[config.mk]
export PLATFORM = sky130hd
export DESIGN_NAME = wol_ctrl
export DESIGN_NICKNAME = d
export VERILOG_FILES = /design/src/rtl/wol_pkg.sv /design/src/rtl/wol_ctrl.sv
export SDC_FILE = /design/constraint.sdc
export NUM_CORES = 1
export LEC_CHECK = 0
export ABC_CLOCK_PERIOD_IN_PS = 1950
export BUFFER_PORTS_ARGS = -buffer_cell sky130_fd_sc_hd__buf_2
export CAP_MARGIN = 40
export CORE_AREA = 2 2 39 41
export CTS_BUF_LIST = sky130_fd_sc_hd__clkbuf_16
export CTS_CLUSTER_SIZE = 12
export DETAILED_ROUTE_END_ITERATION = 12
export DIE_AREA = 0 0 41 43
export PLACE_DENSITY = 0.46
export SYNTH_ARGS = -nofsm -noshare
export SYNTH_HDL_FRONTEND = slang
export SYNTH_SLANG_ARGS = --single-unit
[constraint.sdc]
create_clock -name clk -period 1.95 [get_ports clk]
set_input_delay 0.39 -clock clk [delete_from_list [all_inputs] [get_ports clk]]
set_output_delay 0.39 -clock clk [all_outputs]
set_load 0.02 [all_outputs]
[src/rtl/wol_pkg.sv]
// Shared types, constants and control codes of the wavetable oscillator.
package wol_pkg;

    // Default sizes, used as the top-level parameter defaults.
    localparam int DEF_TABLE_DEPTH = 1024;
    localparam int DEF_SAMPLE_BITS = 16;

    // Fixed field widths.
    localparam int PHASE_W    = 32;
    localparam int FREQ_W     = 32;
    localparam int GAIN_W     = 16;
    localparam int STEP_W     = 40;
    localparam int STEP_LO_W  = 32;
    localparam int FRAC_W     = 16;
    localparam int ROUND_SH   = 28;
    localparam int APB_DATA_W = 64;
    localparam int APB_ADDR_W = 4;

    // Reset value of the per-Hz phase step.
    localparam logic [STEP_W-1:0] STEP_RESET = 40'd5864062015;

    // Input commands; the unused code is ignored.
    typedef enum logic [1:0] {
        CMD_SAMPLE = 2'd0,
        CMD_SYNC   = 2'd1,
        CMD_WRITE  = 2'd2
    } cmd_t;

    // Configuration register index, taken from the upper address bit.
    typedef enum logic {
        REG_PHASE_STEP   = 1'b0,
        REG_PHASE_DRIVEN = 1'b1
    } reg_idx_t;

    // Controller states.
    typedef enum logic [2:0] {
        ST_IDLE,
        ST_MUL,
        ST_LERP,
        ST_GAIN,
        ST_OUT
    } state_t;

    // Operand pair fed to the shared multiplier.
    typedef enum logic [1:0] {
        MUL_FREQ,
        MUL_DIFF,
        MUL_GAIN
    } mul_sel_t;

    // Commands from the controller to the datapath.
    typedef struct packed {
        logic     rd_en;
        logic     do_sync;
        logic     do_write;
        logic     mul_en;
        mul_sel_t mul_sel;
        logic     hi_load;
        logic     inc_load;
        logic     phase_load;
        logic     out_load;
    } dp_cmd_t;

endpackage

[src/rtl/wol_ctrl.sv]
// Sequencing state machine of the wavetable oscillator.
module wol_ctrl (
    input  logic             clk,
    input  logic             rst_n,
    input  logic             in_valid,
    input  logic [1:0]       command,
    input  logic             out_ready,
    output logic             in_ready,
    output logic             out_valid,
    output wol_pkg::dp_cmd_t dp_cmd
);
    import wol_pkg::*;

    state_t state_reg;
    state_t state_next;
    logic   out_valid_reg;
    logic   out_valid_next;
    cmd_t   cmd_code;
    logic   out_free;

    assign cmd_code  = cmd_t'(command);
    assign out_free  = !out_valid_reg || out_ready;
    assign out_valid = out_valid_reg;

    // State and result-valid registers.
    always_ff @(posedge clk or negedge rst_n)
    begin
        if (!rst_n)
        begin
            state_reg     <= ST_IDLE;
            out_valid_reg <= 1'b0;
        end
        else
        begin
            state_reg     <= state_next;
            out_valid_reg <= out_valid_next;
        end
    end

    // Next state.
    always_comb
    begin
        state_next = state_reg;
        case (state_reg)
            ST_IDLE:
            begin
                if (in_valid && cmd_code == CMD_SAMPLE)
                begin
                    state_next = ST_MUL;
                end
            end
            ST_MUL:  state_next = ST_LERP;
            ST_LERP: state_next = ST_GAIN;
            ST_GAIN: state_next = ST_OUT;
            ST_OUT:
            begin
                if (out_free)
                begin
                    state_next = ST_IDLE;
                end
            end
            default: state_next = ST_IDLE;
        endcase
    end

    // Datapath commands and handshake outputs.
    always_comb
    begin
        dp_cmd   = '0;
        in_ready = 1'b0;
        case (state_reg)
            ST_IDLE:
            begin
                in_ready = 1'b1;
                if (in_valid)
                begin
                    case (cmd_code)
                        CMD_SAMPLE: dp_cmd.rd_en    = 1'b1;
                        CMD_SYNC:   dp_cmd.do_sync  = 1'b1;
                        CMD_WRITE:  dp_cmd.do_write = 1'b1;
                        default:    dp_cmd          = '0;
                    endcase
                end
            end
            ST_MUL:
            begin
                dp_cmd.mul_en  = 1'b1;
                dp_cmd.mul_sel = MUL_FREQ;
                dp_cmd.hi_load = 1'b1;
            end
            ST_LERP:
            begin
                dp_cmd.mul_en   = 1'b1;
                dp_cmd.mul_sel  = MUL_DIFF;
                dp_cmd.inc_load = 1'b1;
            end
            ST_GAIN:
            begin
                dp_cmd.mul_en     = 1'b1;
                dp_cmd.mul_sel    = MUL_GAIN;
                dp_cmd.phase_load = 1'b1;
            end
            ST_OUT:
            begin
                dp_cmd.out_load = out_free;
            end
            default: dp_cmd = '0;
        endcase
    end

    // A result becomes valid when loaded and clears when transferred.
    assign out_valid_next = dp_cmd.out_load || (out_valid_reg && !out_ready);

endmodule

==> results.txt <==
- For this run, the total global-route usage over all layers was measured as 0.08459.
* Total die area: 1763 µm²
* ANT nets after route: 0
- Number of non-filler instances in the completed layout: 69
- Minimum clock period: 1928 ps
* Multi-input combinational cell area: 155.1 µm²
- Avg Vias per Cell: 4.145
- Leftover overflow at the end of global routing: 0
- Element type at the critical path start: flip-flop
- Synth cell count leaders: 4 x dfrtp_1, 4 x nor2_1, 4 x nor3b_1
- Required @ worst endpoint: 1560 ps
- Floorplan die height: 43 µm
- HPWL reported at the end of detailed placement: 430.9 µm
- Share of the cycle needed by the critical path after routing: 0.9887
- Setup violations remaining at the end of the flow were counted as 0.
* Number of hold violations in the final report: 0
- The signal on the critical path passes through or4b_4 > nor3b_2 > buf_4.
* Wire length reported by the detailed router: 635 µm
- Cell Rows: 14
- For hold timing, the worst endpoint is out_valid.
* Filler cell count in the final layout: 144
- Post-synth EDFFs: 0
- Portion of synthesized cell area occupied by the leading cell type: 0.3433
- Buffers placed on the I/O ports in this run total 17.
- For the pin with the worst max-slew slack, the measured transition is 170.3 ps.
- Total area of sequential cells: 101.3 µm²
- Clock latency on the worst-skew pair: 220 ps
* Setup TNS after final layout: 0 ps
* Synthesis-to-layout area growth: 72.96%
* Tightest Hold Check Type: in -> reg
- Standby leakage power: 0.0002583 µW
- After clock tree synthesis, the clock-pin slew on the worst setup and hold paths is 30 ps.
* Initial standard-cell utilization of the core: 0.2107
- The first detailed-routing pass took 2 iterations.
- In this run the critical register-to-register path is captured at state_reg[2].
- Summing every instance area after synthesis gives 291.5 µm².
- Wire length of the first global-routing pass: 972 µm
- Entering global routing, the biggest net connects 11 pins.
- After the first detailed-routing iteration, the DRC count stood at 1.
* Launch instance of the worst register-to-register path: state_reg[1]
- The share of the Yosys chip area taken by registers is 0.3433.
* Relative slew margins: 0.8864
- STA classifies the critical path endpoint as an output pin.
* Library cells used by synthesis: 17
- In this design, the stage delay of the slowest critical-path cell is 570 ps.
- Of the cells placed in the final design, the portion with a size suffix greater than 1 is 0.6226.
- Result of the run: finished, final reports clean
* Inserted Diodes: 0
- Between clock sinks in the finished design, the worst skew comes to 2.462 ps.
* Inserted Clock Buffers: 3
- After floorplanning, the core was sized to cover 1384 µm².
- The most used flip-flop cell after synthesis is dfrtp_1.
* Routed len/inst: 9.203 µm
* TritonCTS clock tree: yes
- Setup WS post-layout: 22.00 ps
* Num ports: 18
- Placed Area: 372.9 µm²
- Dividing the synthesized area by the synthesized cell count gives 9.718 µm².
- The number of global-route vias before repair was 254.
- CTS Root Cell: clkbuf_16
- WS Path Type: reg -> out
- Combined buffer and inverter count along the critical path: 1
- Synthesized Nets: 36
- Counting tap cells, the placed design contains a total of 60 instances.
- Number of H-tree levels: 1
- After detailed routing, the number of remaining DRC violations is 0.
- Maximum capacitance violations: 0
- WHS Path Cells: 3
- By area the synthesized netlist is led by dfrtp_1 34%, nor3b_1 10%, nor3b_2 8.6%.
* Clk buf depth: 2
* Total number of nets in the final design: 61
- Biggest area consumer among synthesized cells: dfrtp_1
* Reg-to-reg slack, setup: 660 ps
* Count of state elements after synthesis: 4
- Along the worst path, the maximum fanout reaches 4.
- Chip Width: 41 µm
* Final estimated routing congestion in global placement: 0.6575
- The worst register-to-register path has a depth of 5.
- Pre-CTS WS: 204.9 ps
- Detailed routing inserted a total of 286 vias.
- In the synthesized netlist, the number of instances is 30.
* Max FFs per register: 3
- CTS Sinks: 4
* Initial antenna violation count: 0
* Worst-case vdd ir drop: 0.8317 mV
- The cell family contributing the most delay on the critical path is simple AND/OR/NAND/NOR gates.
- With fillers left out, the area of the finished cells amounts to 504.2 µm².
- Proportion of register bits with asynchronous set or reset after synthesis: 1.000
* RSZ-0062 raised after global routing: yes
- The number of max-slew violations in the final report is 0.
* Start point of the worst hold path: out_ready
* Maximum frequency from static timing analysis: 518.7 MHz
- Cell Pwr Density: 1943 nW/µm²
* Number of synthesis warnings: 0
- For this design, the slowest cell found on the critical path is or4b_4.
* CP Data Arrival Time: 1540 ps
cells by family (layout without fill, tap and decap cells):
group,count (synthesis),in the layout,synth area share
simple gates,18,18,0.4420
buf+inv,5,28,0.1330
flops,4,4,0.3434
compound gates,2,2,0.05152
xor+xnor,1,1,0.03005
worst reg2reg max path, delay by kind of cell (launching register included):
family	cells	cell delay, ps
flops	1	400
buf+inv	3	400
simple gates	1	220
compound gates	1	150
worst max path at each step:
stage	start	slack, ps	to	cells after the start
5_1_grt	state_reg[0]	-20	dp_cmd[8]	3
2_1_floorplan	state_reg[1]	50	dp_cmd[9]	3
6_report	state_reg[1]	20	dp_cmd[8]	3
3_5_place_dp	state_reg[2]	200	dp_cmd[8]	3
4_1_cts	state_reg[0]	2	dp_cmd[0]	4
3_3_place_gp	state_reg[2]	210	dp_cmd[8]	3
per-layer routing:
layer  wire, µm  up-vias  track usage
li1           -      146            -
met1        276      133      0.09091
met2        325        7       0.1188
met3         33        0      0.03141
met4          0        0      0.08000
met5          0        -            0
through the flow:
stage / utilization / total power [µW] / hold slack, ps
floorplan: - / 499.0 / 94.41
global placement: 0.2694 / 585.6 / 201.6
detailed placement: 0.2694 / 586.7 / 200.0
CTS: 0.3463 / 948.1 / 467.0
global route: 0.3644 / 1037 / 527.0
finish: 0.3644 / 979.6 / 466.1
layout make-up:
cell class                 count  share of cell area
clock buffer                   3              0.1489
multi-input combinational     21              0.3077
sequential                     4              0.2010
tap                           16             0.03970
timing repair buffer          25              0.3027
repair_timing:
| item | 4_1_cts | 5_1_grt |
|---|---|---|
| setup endpoints to repair | 4 | 4 |
| buffers inserted | 2 | 3 |
| hold buffers | 1 | 0 |
| resized for setup | 3 | 1 |
| hold endpoints to repair | 4 | 0 |
| gates cloned | 0 | 0 |
cell usage in the layout (no fill, tap or decap), drive strengths merged:
master	instances
xnor2	1
o21bai	1
dfrtp	4
or4b	1
and3b	1
buf	24
dlygate4sd3	1
nand2b	1
o21a	1
nor3b	6
or3b	1
nor2b	1
nand2	1
nor3	2
clkbuf	3
nor2	4
where the power goes:
part           switching, µW  total (µW)  internal (µW)
sequential              44.8         166            121
combinational            256         496            240
clock                   55.8         318            262
total                    357         980            623
No activity file was read; power rests on OpenSTA's default activity.
